`src/rtl/jsu_pkg.sv`:
```
package jsu_pkg;

    // Decoder modes, one-hot
    typedef enum logic [6:0] {
        M_IDLE     = 7'b0000001,
        M_TEXT     = 7'b0000010,
        M_ESC      = 7'b0000100,
        M_HEX1     = 7'b0001000,
        M_HIGH     = 7'b0010000,
        M_HIGH_ESC = 7'b0100000,
        M_HEX2     = 7'b1000000
    } t_mode;

    typedef enum logic [2:0] {
        ST_DATA     = 3'd0,
        ST_CLOSE    = 3'd1,
        ST_BAD_ESC  = 3'd2,
        ST_BAD_HEX  = 3'd3,
        ST_BAD_PAIR = 3'd4,
        ST_UNTERM   = 3'd5
    } t_status;

    localparam int unsigned MAX_RES = 4;

    typedef struct packed {
        t_mode       mode;
        logic [15:0] hex_accum;
        logic [1:0]  hex_count;
        logic [9:0]  held;
    } t_dec_state;

    typedef struct packed {
        logic [7:0] out_byte;
        t_status    status;
        logic       last;
    } t_res;

    // Results caused by one input item; res[0] goes out first
    typedef struct packed {
        logic [2:0]             cnt;
        t_res [MAX_RES-1:0]     res;
    } t_group;

endpackage

```
`src/rtl/jsu_ifs.sv`:
```
interface jsu_in_if;
    logic       valid;
    logic       ready;
    logic [7:0] raw_byte;
    logic       input_ends;

    modport source (output valid, output raw_byte, output input_ends, input ready);
    modport sink   (input valid, input raw_byte, input input_ends, output ready);
endinterface

interface jsu_out_if;
    logic       valid;
    logic       ready;
    logic [7:0] out_byte;
    logic [2:0] status;
    logic       last;

    modport source (output valid, output out_byte, output status, output last, input ready);
    modport sink   (input valid, input out_byte, input status, input last, output ready);
endinterface

```
`src/rtl/jsu_decoder.sv`:
```
module jsu_decoder (
    input  jsu_pkg::t_dec_state i_state,
    input  logic [7:0]          i_raw_byte,
    input  logic                i_input_ends,
    output jsu_pkg::t_dec_state o_next_state,
    output jsu_pkg::t_group     o_group
);

    function automatic jsu_pkg::t_res data_res(input logic [7:0] b);
        jsu_pkg::t_res r;
        r.out_byte = b;
        r.status   = jsu_pkg::ST_DATA;
        r.last     = 1'b0;
        return r;
    endfunction

    function automatic jsu_pkg::t_res end_res(input jsu_pkg::t_status s);
        jsu_pkg::t_res r;
        r.out_byte = 8'h00;
        r.status   = s;
        r.last     = 1'b1;
        return r;
    endfunction

    function automatic jsu_pkg::t_group utf8(input logic [20:0] cp);
        jsu_pkg::t_group g;
        g = '0;
        if (cp < 21'h80) begin
            g.cnt    = 3'd1;
            g.res[0] = data_res(cp[7:0]);
        end else if (cp < 21'h800) begin
            g.cnt    = 3'd2;
            g.res[0] = data_res({3'b110, cp[10:6]});
            g.res[1] = data_res({2'b10, cp[5:0]});
        end else if (cp < 21'h10000) begin
            g.cnt    = 3'd3;
            g.res[0] = data_res({4'b1110, cp[15:12]});
            g.res[1] = data_res({2'b10, cp[11:6]});
            g.res[2] = data_res({2'b10, cp[5:0]});
        end else begin
            g.cnt    = 3'd4;
            g.res[0] = data_res({5'b11110, cp[20:18]});
            g.res[1] = data_res({2'b10, cp[17:12]});
            g.res[2] = data_res({2'b10, cp[11:6]});
            g.res[3] = data_res({2'b10, cp[5:0]});
        end
        return g;
    endfunction

    function automatic jsu_pkg::t_group one_res(input jsu_pkg::t_res r);
        jsu_pkg::t_group g;
        g        = '0;
        g.cnt    = 3'd1;
        g.res[0] = r;
        return g;
    endfunction

    logic [7:0]      b;
    logic            is_digit;
    logic            is_alpha;
    logic            hex_ok;
    logic [3:0]      hex_d;
    logic [15:0]     acc_new;
    logic [20:0]     pair_cp;
    jsu_pkg::t_group lone_grp;
    jsu_pkg::t_group text_grp;
    jsu_pkg::t_mode  text_mode;
    jsu_pkg::t_group esc_grp;
    jsu_pkg::t_mode  esc_mode;
    logic            esc_is_u;
    jsu_pkg::t_group main_grp;
    logic            lone;
    jsu_pkg::t_dec_state ns;

    assign b        = i_raw_byte;
    assign is_digit = (b >= 8'h30) && (b <= 8'h39);
    assign is_alpha = ((b >= 8'h61) && (b <= 8'h66)) || ((b >= 8'h41) && (b <= 8'h46));
    assign hex_ok   = is_digit || is_alpha;
    assign hex_d    = is_digit ? b[3:0] : (b[3:0] + 4'd9);
    assign acc_new  = {i_state.hex_accum[11:0], hex_d};
    // 0x10000 + (held << 10) + (lo - 0xDC00); low ten bits come straight from lo
    assign pair_cp  = {11'h040 + {1'b0, i_state.held}, acc_new[9:0]};
    assign lone_grp = utf8({5'd0, 16'hD800 + {6'd0, i_state.held}});

    // Text byte handling
    always_comb begin
        if (b == 8'h22) begin
            text_grp  = one_res(end_res(jsu_pkg::ST_CLOSE));
            text_mode = jsu_pkg::M_IDLE;
        end else if (b == 8'h5C) begin
            text_grp  = '0;
            text_mode = jsu_pkg::M_ESC;
        end else begin
            text_grp  = one_res(data_res(b));
            text_mode = jsu_pkg::M_TEXT;
        end
    end

    // Byte after a backslash
    always_comb begin
        esc_is_u = 1'b0;
        esc_mode = jsu_pkg::M_TEXT;
        unique case (b)
            8'h22:   esc_grp = one_res(data_res(8'h22));
            8'h5C:   esc_grp = one_res(data_res(8'h5C));
            8'h2F:   esc_grp = one_res(data_res(8'h2F));
            8'h62:   esc_grp = one_res(data_res(8'h08));
            8'h66:   esc_grp = one_res(data_res(8'h0C));
            8'h6E:   esc_grp = one_res(data_res(8'h0A));
            8'h72:   esc_grp = one_res(data_res(8'h0D));
            8'h74:   esc_grp = one_res(data_res(8'h09));
            8'h75: begin
                esc_grp  = '0;
                esc_is_u = 1'b1;
                esc_mode = jsu_pkg::M_HEX1;
            end
            default: begin
                esc_grp  = one_res(end_res(jsu_pkg::ST_BAD_ESC));
                esc_mode = jsu_pkg::M_IDLE;
            end
        endcase
    end

    always_comb begin
        ns       = i_state;
        main_grp = '0;
        lone     = 1'b0;
        if (i_input_ends) begin
            lone = (i_state.mode == jsu_pkg::M_HIGH) || (i_state.mode == jsu_pkg::M_HIGH_ESC);
            if (i_state.mode != jsu_pkg::M_IDLE) begin
                main_grp = one_res(end_res(jsu_pkg::ST_UNTERM));
            end
            ns.mode      = jsu_pkg::M_IDLE;
            ns.hex_count = 2'd0;
        end else begin
            unique case (i_state.mode)
                jsu_pkg::M_ESC: begin
                    main_grp = esc_grp;
                    ns.mode  = esc_mode;
                    if (esc_is_u) begin
                        ns.hex_accum = 16'h0000;
                        ns.hex_count = 2'd0;
                    end
                end
                jsu_pkg::M_HEX1, jsu_pkg::M_HEX2: begin
                    if (!hex_ok) begin
                        main_grp = one_res(end_res((i_state.mode == jsu_pkg::M_HEX1) ?
                                   jsu_pkg::ST_BAD_HEX : jsu_pkg::ST_BAD_PAIR));
                        ns.mode  = jsu_pkg::M_IDLE;
                    end else begin
                        ns.hex_accum = acc_new;
                        if (i_state.hex_count != 2'd3) begin
                            ns.hex_count = i_state.hex_count + 2'd1;
                        end else begin
                            ns.hex_count = 2'd0;
                            if (i_state.mode == jsu_pkg::M_HEX1) begin
                                if ((acc_new >= 16'hD800) && (acc_new <= 16'hDBFF)) begin
                                    ns.held = acc_new[9:0];
                                    ns.mode = jsu_pkg::M_HIGH;
                                end else begin
                                    main_grp = utf8({5'd0, acc_new});
                                    ns.mode  = jsu_pkg::M_TEXT;
                                end
                            end else if ((acc_new < 16'hDC00) || (acc_new > 16'hDFFF)) begin
                                main_grp = one_res(end_res(jsu_pkg::ST_BAD_PAIR));
                                ns.mode  = jsu_pkg::M_IDLE;
                            end else begin
                                main_grp = utf8(pair_cp);
                                ns.mode  = jsu_pkg::M_TEXT;
                            end
                        end
                    end
                end
                jsu_pkg::M_HIGH: begin
                    if (b == 8'h5C) begin
                        ns.mode = jsu_pkg::M_HIGH_ESC;
                    end else begin
                        lone     = 1'b1;
                        main_grp = text_grp;
                        ns.mode  = text_mode;
                    end
                end
                jsu_pkg::M_HIGH_ESC: begin
                    if (b == 8'h75) begin
                        ns.hex_accum = 16'h0000;
                        ns.hex_count = 2'd0;
                        ns.mode      = jsu_pkg::M_HEX2;
                    end else begin
                        lone     = 1'b1;
                        main_grp = esc_grp;
                        ns.mode  = esc_mode;
                        // any other escape: the held surrogate goes out as lone, then this escape is decoded normally
                        if (esc_is_u) begin
                            ns.hex_accum = 16'h0000;
                            ns.hex_count = 2'd0;
                        end
                    end
                end
                default: begin
                    main_grp = text_grp;
                    ns.mode  = text_mode;
                end
            endcase
        end
    end

    // Lone surrogate bytes go ahead of at most one further result
    always_comb begin
        if (lone) begin
            o_group.cnt    = 3'd3 + main_grp.cnt;
            o_group.res[0] = lone_grp.res[0];
            o_group.res[1] = lone_grp.res[1];
            o_group.res[2] = lone_grp.res[2];
            o_group.res[3] = main_grp.res[0];
        end else begin
            o_group = main_grp;
        end
    end

    assign o_next_state = ns;

endmodule

```
`src/rtl/json_string_unescape_core.sv`:
```
// JSON string unescaper. Feed the bytes of a string body after its opening quote, one per
// input transaction, or a transaction with input_ends set to mark end of input; each
// transaction yields zero to four result transactions (decoded bytes, then a closing or error
// status with last set). An input transaction is decoded in the cycle it is accepted into a
// four-entry result register that drains one result per cycle while the output is ready; the
// next input is accepted in the cycle that register empties or sends its final result.
module json_string_unescape_core (
    input  logic       i_clk,
    input  logic       i_rst_n,
    jsu_in_if.sink     i_in,
    jsu_out_if.source  o_out
);

    jsu_pkg::t_dec_state                 r_state;
    jsu_pkg::t_dec_state                 n_state;
    jsu_pkg::t_group                     dec_group;
    jsu_pkg::t_res [jsu_pkg::MAX_RES-1:0] r_res;
    logic [2:0]                          r_cnt;
    logic                                in_acc;
    logic                                out_acc;

    jsu_decoder u_dec (
        .i_state      (r_state),
        .i_raw_byte   (i_in.raw_byte),
        .i_input_ends (i_in.input_ends),
        .o_next_state (n_state),
        .o_group      (dec_group)
    );

    assign o_out.valid    = (r_cnt != 3'd0);
    assign o_out.out_byte = r_res[0].out_byte;
    assign o_out.status   = r_res[0].status;
    assign o_out.last     = r_res[0].last;
    assign out_acc        = o_out.valid && o_out.ready;

    assign i_in.ready = (r_cnt == 3'd0) || ((r_cnt == 3'd1) && o_out.ready);
    assign in_acc     = i_in.valid && i_in.ready;

    always_ff @(posedge i_clk) begin
        if (!i_rst_n) begin
            r_state.mode      <= jsu_pkg::M_IDLE;
            r_state.hex_accum <= 16'h0000;
            r_state.hex_count <= 2'd0;
            r_state.held      <= 10'd0;
            r_cnt             <= 3'd0;
        end else if (in_acc) begin
            r_state <= n_state;
            r_cnt   <= dec_group.cnt;
        end else if (out_acc) begin
            r_cnt <= r_cnt - 3'd1;
        end
    end

    always_ff @(posedge i_clk) begin
        if (in_acc) begin
            r_res <= dec_group.res;
        end else if (out_acc) begin
            r_res[0] <= r_res[1];
            r_res[1] <= r_res[2];
            r_res[2] <= r_res[3];
        end
    end

    a_mode_onehot: assert property (@(posedge i_clk) disable iff (!i_rst_n)
        $onehot(r_state.mode))
        else $error("decoder mode not one-hot");

    a_cnt_range: assert property (@(posedge i_clk) disable iff (!i_rst_n)
        r_cnt <= 3'd4)
        else $error("result count overflow");

    a_last_is_final: assert property (@(posedge i_clk) disable iff (!i_rst_n)
        (o_out.valid && o_out.last) |-> (r_cnt == 3'd1))
        else $error("closing result not final in its group");

    a_last_status: assert property (@(posedge i_clk) disable iff (!i_rst_n)
        o_out.valid |-> (o_out.last == (o_out.status != jsu_pkg::ST_DATA)))
        else $error("last flag disagrees with status");

endmodule
```
`src/flat_wrapper.sv`:
```
// flat-port wrapper written by rule: the top's interface ports become plain ports
module json_string_unescape_core_flat 
  (i_clk, i_rst_n, i_in_valid, i_in_raw_byte, i_in_input_ends, i_in_ready, o_out_valid, o_out_out_byte, o_out_status, o_out_last, o_out_ready);
  jsu_in_if i_in_i ();
  jsu_out_if o_out_i ();
  input  logic i_clk;
  input  logic i_rst_n;
  input wire logic [$bits(i_in_i.valid)-1:0] i_in_valid;
  input wire logic [$bits(i_in_i.raw_byte)-1:0] i_in_raw_byte;
  input wire logic [$bits(i_in_i.input_ends)-1:0] i_in_input_ends;
  output wire logic [$bits(i_in_i.ready)-1:0] i_in_ready;
  output wire logic [$bits(o_out_i.valid)-1:0] o_out_valid;
  output wire logic [$bits(o_out_i.out_byte)-1:0] o_out_out_byte;
  output wire logic [$bits(o_out_i.status)-1:0] o_out_status;
  output wire logic [$bits(o_out_i.last)-1:0] o_out_last;
  input wire logic [$bits(o_out_i.ready)-1:0] o_out_ready;
  assign i_in_i.valid = i_in_valid;
  assign i_in_i.raw_byte = i_in_raw_byte;
  assign i_in_i.input_ends = i_in_input_ends;
  assign i_in_ready = i_in_i.ready;
  assign o_out_valid = o_out_i.valid;
  assign o_out_out_byte = o_out_i.out_byte;
  assign o_out_status = o_out_i.status;
  assign o_out_last = o_out_i.last;
  assign o_out_i.ready = o_out_ready;
  json_string_unescape_core u_core (.i_clk(i_clk), .i_rst_n(i_rst_n), .i_in(i_in_i), .o_out(o_out_i));
endmodule
```
`config.mk`:
```
export PLATFORM = sky130hd
export DESIGN_NAME = json_string_unescape_core_flat
export DESIGN_NICKNAME = d
export VERILOG_FILES = /design/src/rtl/jsu_pkg.sv /design/src/rtl/jsu_ifs.sv /design/src/rtl/jsu_decoder.sv /design/src/rtl/json_string_unescape_core.sv /design/src/flat_wrapper.sv
export SDC_FILE = /design/constraint.sdc
export NUM_CORES = 1
export LEC_CHECK = 0
export BUFFER_PORTS_ARGS = -buffer_cell sky130_fd_sc_hd__buf_2
export CELL_PAD_IN_SITES_DETAIL_PLACEMENT = 0
export CELL_PAD_IN_SITES_GLOBAL_PLACEMENT = 2
export CORE_UTILIZATION = 41
export CTS_CLUSTER_SIZE = 40
export DETAILED_ROUTE_END_ITERATION = 12
export GPL_ROUTABILITY_DRIVEN = 0
export GPL_TIMING_DRIVEN = 0
export HOLD_SLACK_MARGIN = 0.05
export PLACE_DENSITY = 0.93
export RECOVER_POWER = 100
export SLEW_MARGIN = 20
export SYNTH_ARGS = -nofsm -noshare
export SYNTH_HDL_FRONTEND = slang
export SYNTH_SLANG_ARGS = --single-unit
```
`constraint.sdc`:
```
create_clock -name i_clk -period 6.1 [get_ports i_clk]
set_input_delay 1.525 -clock i_clk [delete_from_list [all_inputs] [get_ports i_clk]]
set_output_delay 1.525 -clock i_clk [all_outputs]
set_load 0.01 [all_outputs]
```
==> results.toml, run 1 <==
[clocking]
clk_path_buf_depth = 2
path_clk_slew_ns = 0.07
cts.sinks = 82
cts_setup_buffers = 0
cts-root-buf = "clkbuf_16"
h-tree-depth = 3
cts_tree = "yes"
postCtsResizedCells = 0
clk_latency_ns = 0.36
cts_buffers = 9
cts_hold_buf = 0

[critical_path]
crit_buf_inv = 2
slowest_stage = "nor3_1"
cp.required_ns = 6.19
cp_common_cell = "nor2_1"
path_class = "in2reg"
critPathMaxStageDelay_ns = 0.88
cp.arrival_ns = 4.77
crit_fanout = 9
path_cells = "clkbuf_1 > inv_1 > ha_1 > nand4_1 > nor4b_1 > nor2_1 > nor3_1 > nand2_1 > a21oi_1 > nor2_1"
crit_path_end_kind = "register"
cp-start-kind = "input port"
crit_family = "simple AND/OR/NAND/NOR gates"

[cells_and_area]
area_growth_pct = 11.48
drive_above_1_share_pct = 8.108
fillers = 1307
fin_cells = 838
fin_nets = 685
antenna_cells = 0

[logic_synthesis]
async_reset_ff_share_pct = 0
synth.cell_area_um2 = 5375
synth-seq-cells = 82
ys_seq_area_share_pct = 39.48
synth_edf_count = 48
yosysUniqueCellTypes = 74
syn_nets = 650
yosys_most_used_dff = "edfxtp_1"
yosys_warnings = 0
synth_cells = 626
syn_avg_cell_area_um2 = 8.587

[placed_design]
io_buffers = 24
dp_hpwl_um = 12190
dp_cells = 822

[flow_run]
maxCapViolations = 0

[global_routing]
grt-ovfl-total = 0
grt_pass1_vias = 4668
grt_max_degree = 39
antenna_found_initial = 0
grt_first_pass_wirelength_um = 25860
grt_usage_pct = 25.81

[min_path]
hold_path_class = "reg2reg"

[floorplanning]
die-area_um2 = 13570
initial_core_util_pct = 42.25
io_pins = 27
core_area_um2 = 12720
die_w_um = 116.5
die_h_um = 116.5
num_rows = 41

[timing]
max_freq_ghz = 0.2139
slew_viol_final = 0
finalSetupViolCount = 0
period_needed_ns = 4.675
final.setup.tns_ns = 0
hold_violations = 0
finalCritPeriodShare_pct = 76.64
rsz0062_at_grt = "false"
relSlewSlack_pct = 7.314
worst_pin_slew_ns = 1.389
finalClockSkew_ns = 0.01494

[power]
p_leak_uw = 0.002165
ir_drop_v = 0.0001723
p_per_area_nw_per_um2 = 334.7

[outcome]
outcome = "completed"

[detailed_routing]
viasPerCell = 6.086
drc = 0
drt_pass1_iterations = 5
first_iter_violations = 518
drt-total-wl_um = 16590
drtAntennaViolNets = 0
routedWlPerCell_um = 19.80
vias = 5100
-- placed cells by master (no fill, tap or decap), types with 3 or more instances in the layout --
master	n
nor4b_1	6
xnor2_1	3
buf_2	9
a31oi_1	7
ha_1	11
edfxtp_1	48
a21oi_1	56
nand3_1	10
nand2b_1	9
a32oi_1	3
o22ai_1	4
nor2_1	81
o211ai_1	10
mux2i_1	16
a221o_1	3
a22oi_1	16
nand4b_1	4
nor4_1	7
nor2b_1	18
nand4_1	4
clkinv_4	3
o2bb2ai_1	5
o31ai_1	3
and2_1	3
a22o_1	8
nand2_1	53
or2_2	5
dfxtp_1	34
or3_1	8
buf_4	11
a211oi_1	7
inv_1	14
o21a_1	6
o21bai_1	3
a221oi_1	13
clkbuf_1	55
nor3b_1	3
nor3_1	16
clkbuf_16	9
o21ai_0	35
-- cell usage after synthesis, drive strengths merged (6+ instances only) --
cell type,number,share of area [%]
a22o,8,1.3
nor2b,18,2.1
ha,11,2.6
nor3,17,1.7
inv,14,0.98
nand3,10,0.93
nand2b,9,1.0
buf,15,1.9
o21ai,35,3.3
clkbuf,37,2.6
edfxtp,48,27
o21a,6,0.84
nor4,7,0.81
a211oi,7,0.98
a22oi,16,2.2
mux2i,16,3.0
nor4b,7,1.4
nor2,81,5.7
a31oi,7,0.81
or3,9,1.1
dfxtp,34,13
a221oi,13,2.1
a21oi,57,5.4
nand2,53,3.7
o211ai,10,1.4
-- tightest hold or removal path: stages, from the launching register on --
cell	delay, ns
dfxtp_1	0.34
nand2b_1	0.07
a21oi_1	0.05
-- layer usage --
metal | share of wire, % | vias to the layer above | track usage [%] | wire length (um)
met5 | 0 | - | 0 | 0
met4 | 2.2 | 0 | 8.547 | 373
met3 | 7.9 | 38 | 5.968 | 1312
met2 | 45 | 241 | 41.07 | 7470
met1 | 45 | 2418 | 34.49 | 7437
li1 | - | 2403 | - | -
-- path summary, 6_finish.rpt --
path,startpoint,endpoint,slack (ns),cells past startpoint
hold / removal,u_core.r_cnt[2]$_SDFFE_PN0P_,u_core.r_cnt[2]$_SDFFE_PN0P_,0.51,2
hold reg to reg,u_core.r_cnt[2]$_SDFFE_PN0P_,u_core.r_cnt[2]$_SDFFE_PN0P_,0.51,2
setup reg to reg,u_core.r_state[7]$_SDFFE_PN0P_,u_core.r_cnt[1]$_SDFFE_PN0P_,2.11,12
setup / recovery,i_in_raw_byte[1],u_core.o_out.out_byte[5]$_DFFE_PP_,1.43,10
-- per-stage QoR --
stage | power [uW] | util, % | instance area (um^2) | hold WS (ns) | setup WS (ns)
5_1_grt | 2126 | 47.10 | 5992 | 0.5394 | 1.268
4_1_cts | 2031 | 47.35 | 6025 | 0.5198 | 1.782
3_5_place_dp | 1457 | 44.89 | 5710 | 0.5056 | 1.423
2_1_floorplan | 1268 | - | 5375 | 0.4695 | 2.058
6_report | 2005 | 47.10 | 5992 | 0.5122 | 1.425
3_3_place_gp | 1441 | 44.89 | 5710 | 0.4876 | 1.393
-- cell families (layout without fill, tap and decap cells) --
| logic type | after synthesis | after routing | share of synthesized area [%] |
|---|---|---|---|
| AOI/OAI and AO/OA | 196 | 196 | 24.60 |
| xor gates and xnor gates | 5 | 5 | 0.8149 |
| adders and majority gates | 11 | 11 | 2.560 |
| buffers and inverters | 67 | 107 | 5.493 |
| DFF | 82 | 82 | 39.48 |
| muxes | 17 | 17 | 3.189 |
| and+or+nand+nor | 248 | 248 | 23.86 |
-- sequential cells by signal, indices dropped and copies added, names as in the netlist --
register / count
u_core.o_out.out_byte: 8
u_core.r_res: 36
u_core.o_out.status: 3
u_core.r_state: 31
u_core.r_cnt: 3
u_core.o_out.last: 1
-- where the power goes --
group	switching [uW]	internal [uW]	total [uW]	leakage (uW)
sequential	50.3	818	869	0.000754
combinational	355	207	562	0.00126
clock	251	324	575	0.000149
total	656	1350	2010	0.00216
-- cell type report --
type	count	area [um^2]	area share, %
Clock inverter	7	88.84	1.483
Inverter	15	56.30	0.9397
Sequential cell	82	2122	35.41
Tap cell	172	215.2	3.592
Clock buffer	9	225.2	3.759
Timing Repair Buffer	24	100.1	1.670
Buffer	52	237.7	3.967
Multi-Input combinational cell	477	2947	49.18
(Power assumes the default switching activity.)
==> run 2: changes to the inputs <==
- ABC_AREA: not set -> 1
- CORE_UTILIZATION: 41 -> 33
- PLACE_DENSITY: 0.93 -> 0.85
- clock period: 6.1 -> 4.12 ns (I/O delays scaled with it)
==> run 2 against run 1 <==
Against the previous run:
- die area increased by 29%
- design area increased by 3.0%
- flip-flop and latch count unchanged
- combinational power grew 75%
- via count increased by 5.0%
- area after synthesis grew 4.3%
- total power rose by 54%
- critical endpoint is now u_core.o_out.out_byte[1]$_DFFE_PP_
- highest routed layer unchanged
==> results.toml, run 2 <==
[global_routing]
grt_usage_pct = 20.10
grt_first_pass_wirelength_um = 27290
grt_pass1_vias = 4964
grt_max_degree = 39
grt-ovfl-total = 0
antenna_found_initial = 0

[critical_path]
crit_buf_inv = 3
critPathMaxStageDelay_ns = 0.92
crit_path_end_kind = "register"
slowest_stage = "o21ai_0"
cp-start-kind = "input port"
crit_fanout = 7
crit_family = "simple AND/OR/NAND/NOR gates"
cp_common_cell = "nand3_1"
path_class = "in2reg"
cp.required_ns = 4.35
cp.arrival_ns = 3.81
path_cells = "clkbuf_1 > inv_1 > ha_1 > nor3_1 > nor2_1 > inv_6 > o21ai_0 > nand3_1 > nand4_1 > nand3_1 > nand2_1 > nand3_1 > nand2_1"

[timing]
relSlewSlack_pct = 8.866
final.setup.tns_ns = 0
worst_pin_slew_ns = 1.366
slew_viol_final = 0
finalCritPeriodShare_pct = 86.91
max_freq_ghz = 0.2793
period_needed_ns = 3.581
hold_violations = 0
finalClockSkew_ns = 0.009934
finalSetupViolCount = 0
finalWorstSetupSlack_ns = 0.5394
rsz0062_at_grt = "false"

[clocking]
cts_buffers = 9
cts_hold_buf = 0
clk_path_buf_depth = 2
cts_setup_buffers = 0
postCtsResizedCells = 0
cts-root-buf = "clkbuf_16"
cts_tree = "yes"
path_clk_slew_ns = 0.07
cts.sinks = 82
clk_latency_ns = 0.36
h-tree-depth = 3

[detailed_routing]
drtAntennaViolNets = 0
routedWlPerCell_um = 16.51
drt_pass1_iterations = 5
viasPerCell = 5.211
highest_layer = "met4"
first_iter_violations = 476
drt-total-wl_um = 16970
vias = 5357
wl_met3_um = 1110
drc = 0
met1Wirelength_um = 7816
dr_wl_met2_um = 7579

[flow_run]
maxCapViolations = 0

[cells_and_area]
area_growth_pct = 10.13
drive_above_1_share_pct = 9.530
fin_nets = 827
final_cell_mix = "149 x nand2_1, 100 x nor2_1, 96 x inv_1"
final_common_cell = "nand2_1"
largest_register_ffs = 36
regMostFlops = "u_core.r_res"
antenna_cells = 0

[floorplanning]
core_area_um2 = 16580
die-area_um2 = 17520
io_pins = 27
die_w_um = 132.3
die_h_um = 132.3
initial_core_util_pct = 33.81
num_rows = 47

[logic_synthesis]
yosys.area.top_type = "edfxtp_1"
yosys.cell_count.top_type = "nand2_1"
async_reset_ff_share_pct = 0
synth_cells = 767
yosys_most_used_dff = "edfxtp_1"
yosys-top-cells-count = "146 x nand2_1, 95 x inv_1, 93 x nor2_1, 63 x a21oi_1, 58 x nand3_1"
synth.cell_area_um2 = 5607
yosysUniqueCellTypes = 47
yosys-top-cells-area = "edfxtp_1 26%, dfxtp_1 12%, nand2_1 9.8%, inv_1 6.4%, nor2_1 6.2%"
synth_edf_count = 48
yosys_warnings = 0
syn_nets = 791
synth_top_area_share_pct = 25.71
synth-seq-cells = 82
ys_seq_area_share_pct = 37.85
syn_avg_cell_area_um2 = 7.310

[outcome]
outcome = "completed"

[placed_design]
dp_hpwl_um = 13320
place_ws_ns = 0.4069
io_buffers = 25

[power]
ir_drop_v = 0.0002542
finalPower_uw = 3084
p_leak_uw = 0.002629
p_per_area_nw_per_um2 = 499.5

[min_path]
hold_path_class = "reg2reg"
## run 2: layer usage
metal / up-vias / track usage [%]
met4: 0 / 8.174
met2: 214 / 31.26
met5: - / 0
met1: 2462 / 27.69
li1: 2643 / -
met3: 38 / 3.230
## run 2: per-stage QoR
stage / util, % / cell area [um^2] / cells / hold slack (ns)
6_report: 37.23 / 6175 / 1028 / 0.4676
3_3_place_gp: 36.22 / 6007 / 1012 / 0.4612
4_1_cts: 37.91 / 6287 / 1028 / 0.4743
3_5_place_dp: 36.22 / 6007 / 1012 / 0.4646
5_1_grt: 37.23 / 6175 / 1028 / 0.4792
2_1_floorplan: - / 5607 / 767 / 0.4438
## run 2: worst register-to-register path: cells and delay by family, from the launching register on
kind,cells,cell delay (ns)
adder cells (fa/ha/maj),1,0.15
buffers and inverters,4,1.66
flip-flops,1,0.33
AND/OR/NAND/NOR,4,0.58
## run 2: cells by family after synthesis
group                      after synthesis  share of synthesized area, %
AOI/OAI and AO/OA                      162                         16.45
xor gates and xnor gates                 4                        0.6250
adders and majority gates               11                         2.455
buffers and inverters                  143                         11.40
DFF                                     82                         37.85
and+or+nand+nor                        365                         31.22
## run 2: where the power goes
group	switching, uW	internal, uW	total, uW
sequential	70.9	1250	1320
combinational	656	327	983
clock	364	416	779
total	1090	1990	3080
## run 2: layout make-up
class / count / area (um^2)
Clock buffer: 10 / 229.0
Tap cell: 220 / 275.3
Timing Repair Buffer: 25 / 103.9
Inverter: 110 / 427.9
Buffer: 33 / 195.2
Sequential cell: 82 / 2122
Fill cell: 1801 / 10410
Multi-Input combinational cell: 542 / 2770
Clock inverter: 6 / 51.30
## run 2: final timing paths
check,from,to,depth (start not counted),slack [ns]
max,i_in_raw_byte[1],u_core.o_out.out_byte[1]$_DFFE_PP_,13,0.54
min,u_core.r_state[11]$_SDFFE_PN0P_,u_core.r_state[11]$_SDFFE_PN0P_,2,0.47
max reg2reg,u_core.r_cnt[0]$_SDFFE_PN0P_,u_core.r_res[13]$_SDFFCE_PP0P_,9,1.13
min reg2reg,u_core.r_state[11]$_SDFFE_PN0P_,u_core.r_state[11]$_SDFFE_PN0P_,2,0.47
==> run 3: changes to the inputs <==
--- a/config.mk
+++ b/config.mk
@@ -18,4 +18,5 @@
 export PLACE_DENSITY = 0.85
 export RECOVER_POWER = 100
+export SETUP_SLACK_MARGIN = 0.05
 export SLEW_MARGIN = 20
 export SYNTH_ARGS = -nofsm -noshare
==> constraint.sdc (replaced) <==
create_clock -name i_clk -period 4.12 [get_ports i_clk]
set_input_delay 0.824 -clock i_clk [delete_from_list [all_inputs] [get_ports i_clk]]
set_output_delay 0.824 -clock i_clk [all_outputs]
set_load 0.01 [all_outputs]
==> run 3 against run 2 <==
Against the previous run:
- clock skew decreased by 0.0016 ns
- combinational power decreased by 0.7%
- wire length increased by 0.24%
- via count increased by 0.19%
- critical endpoint is now u_core.r_cnt[1]$_SDFFE_PN0P_
- largest power group unchanged
- highest routed layer unchanged
==> results.toml, run 3 (synthesis results as in run 2) <==
[critical_path]
crit_path_end_kind = "register"
cp-start-kind = "input port"
rr_endpoint = "u_core.r_res[13]$_SDFFCE_PP0P_"
path_class = "in2reg"
cp.required_ns = 4.41
cp.arrival_ns = 3.80
rr_worst_depth = 9
crit_fanout = 7
r2r-start = "u_core.r_cnt[0]$_SDFFE_PN0P_"
rrSetupSlack_ns = 1.08

[outcome]
outcome = "completed"

[placed_design]
place_area_um2 = 6007
io_buffers = 25
place_ws_ns = 0.6129
dp_cells = 1012
dp_hpwl_um = 13320

[timing]
finalClockSkew_ns = 0.008310
finalSetupViolCount = 0
rsz0062_at_grt = "false"
finalWorstSetupSlack_ns = 0.6140
final.setup.tns_ns = 0
max_freq_ghz = 0.2852
worst_pin_slew_ns = 1.374
slew_viol_final = 0
hold_violations = 0
finalCritPeriodShare_pct = 85.10
period_needed_ns = 3.506
relSlewSlack_pct = 8.325

[detailed_routing]
drc = 0
met1Wirelength_um = 7922
drt_pass1_iterations = 5
vias = 5367
routedWlPerCell_um = 16.55
highest_layer = "met4"
dr_wl_met2_um = 7612
wl_met3_um = 956
drtAntennaViolNets = 0
viasPerCell = 5.221
drt-total-wl_um = 17020
first_iter_violations = 485

[clocking]
cts-root-buf = "clkbuf_16"
clk_path_buf_depth = 2
clk_latency_ns = 0.36
cts.sinks = 82
postCtsResizedCells = 0
cts_hold_buf = 0
h-tree-depth = 3
cts_tree = "yes"
path_clk_slew_ns = 0.07
cts_setup_buffers = 0
cts_buffers = 9

[global_routing]
grt_pass1_vias = 4964
grt-ovfl-total = 0
antenna_found_initial = 0
grt_first_pass_wirelength_um = 27290
grt_usage_pct = 20.10
grt_max_degree = 39

[floorplanning]
die_h_um = 132.3
core_area_um2 = 16580
io_pins = 27
num_rows = 47
die-area_um2 = 17520
initial_core_util_pct = 33.81
die_w_um = 132.3

[min_path]
whs_endpoint = "u_core.r_state[11]$_SDFFE_PN0P_"
whs_path_depth = 2
hold_path_class = "reg2reg"
hold_start = "u_core.r_state[11]$_SDFFE_PN0P_"

[power]
power.share.clock_pct = 25.3
p_per_area_nw_per_um2 = 500.3
p_leak_uw = 0.002603
power_switching_uw = 1091
p_int_uw = 1986
netSwitchingFraction_pct = 35.45
sequentialPowerShare_pct = 43.0
ir_drop_v = 0.0002541
p_comb_share_pct = 31.7

[cells_and_area]
final_cell_mix = "149 x nand2_1, 100 x nor2_1, 96 x inv_1"
drive_above_1_share_pct = 9.901
largest_register_ffs = 36
fin_area_um2 = 6151
regMostFlops = "u_core.r_res"
fin_cells = 1028
antenna_cells = 0
fin_nets = 827
final_common_cell = "nand2_1"
area_growth_pct = 9.708

[flow_run]
maxCapViolations = 0
-- run 3: cell count changes in the layout (fill, tap and decap cells not counted), sizes merged --
cell / previous run / this run
buf: 26 / 29
clkbuf: 42 / 39
clkinvlp: 3 / 4
inv: 109 / 108
-- run 3: layer usage --
layer | global-route usage (%) | up-vias
met3 | 3.230 | 44
met4 | 8.174 | 0
met5 | 0 | -
met2 | 31.26 | 176
li1 | - | 2640
met1 | 27.69 | 2507
-- run 3: worst max-delay path by stage --
| stage | from | end | slack [ns] | depth (start not counted) |
|---|---|---|---|---|
| 2_1_floorplan | i_in_raw_byte[1] | u_core.r_cnt[1]$_SDFFE_PN0P_ | 1.25 | 16 |
| 5_1_grt | i_in_raw_byte[1] | u_core.r_res[33]$_DFFE_PP_ | 0.43 | 15 |
| 4_1_cts | i_in_raw_byte[1] | u_core.o_out.out_byte[0]$_DFFE_PP_ | 0.99 | 13 |
| 3_5_place_dp | i_in_raw_byte[1] | u_core.r_res[40]$_DFFE_PP_ | 0.61 | 13 |
| 3_3_place_gp | i_in_raw_byte[1] | u_core.r_res[40]$_DFFE_PP_ | 0.55 | 13 |
| 6_report | i_in_raw_byte[1] | u_core.r_cnt[1]$_SDFFE_PN0P_ | 0.61 | 18 |
-- run 3: critical path, stage by stage --
cell and delay [ns]:
buf_2 0.13, inv_1 0.21, ha_1 0.25, nor3_1 0.09
nor2_4 0.20, inv_6 0.05, nand2_1 0.28, nand2_8 0.11
inv_8 0.09, nand2_4 0.07, nor2_1 0.28, nand3_1 0.14
nor2_1 0.27, nand2_1 0.10, ha_1 0.30, o31ai_1 0.23
a31oi_1 0.07, nor2_1 0.10
-- run 3: stage by stage --
step                      hold slack [ns]  total power, uW  util (%)
after global placement             0.4612             2356     36.22
after CTS                          0.4743             3149     37.91
after detailed placement           0.4646             2372     36.22
after global routing               0.4792             3292     37.09
after floorplan                    0.4438             2052         -
final                              0.4674             3077     37.09
-- run 3: layout make-up --
type / count / area (um^2)
Timing Repair Buffer: 25 / 106.4
Buffer: 33 / 198.9
Clock inverter: 6 / 51.30
Multi-Input combinational cell: 542 / 2741
Clock buffer: 10 / 229.0
Fill cell: 1803 / 10430
Tap cell: 220 / 275.3
Sequential cell: 82 / 2122
Inverter: 110 / 426.7
-- run 3: power by group through the flow --
stage	combinational, uW	clock, uW	sequential, uW
2_1_floorplan	730	0	1320
3_3_place_gp	1020	0	1340
3_5_place_dp	1030	0	1340
4_1_cts	1040	792	1320
5_1_grt	1110	829	1350
6_report	976	779	1320
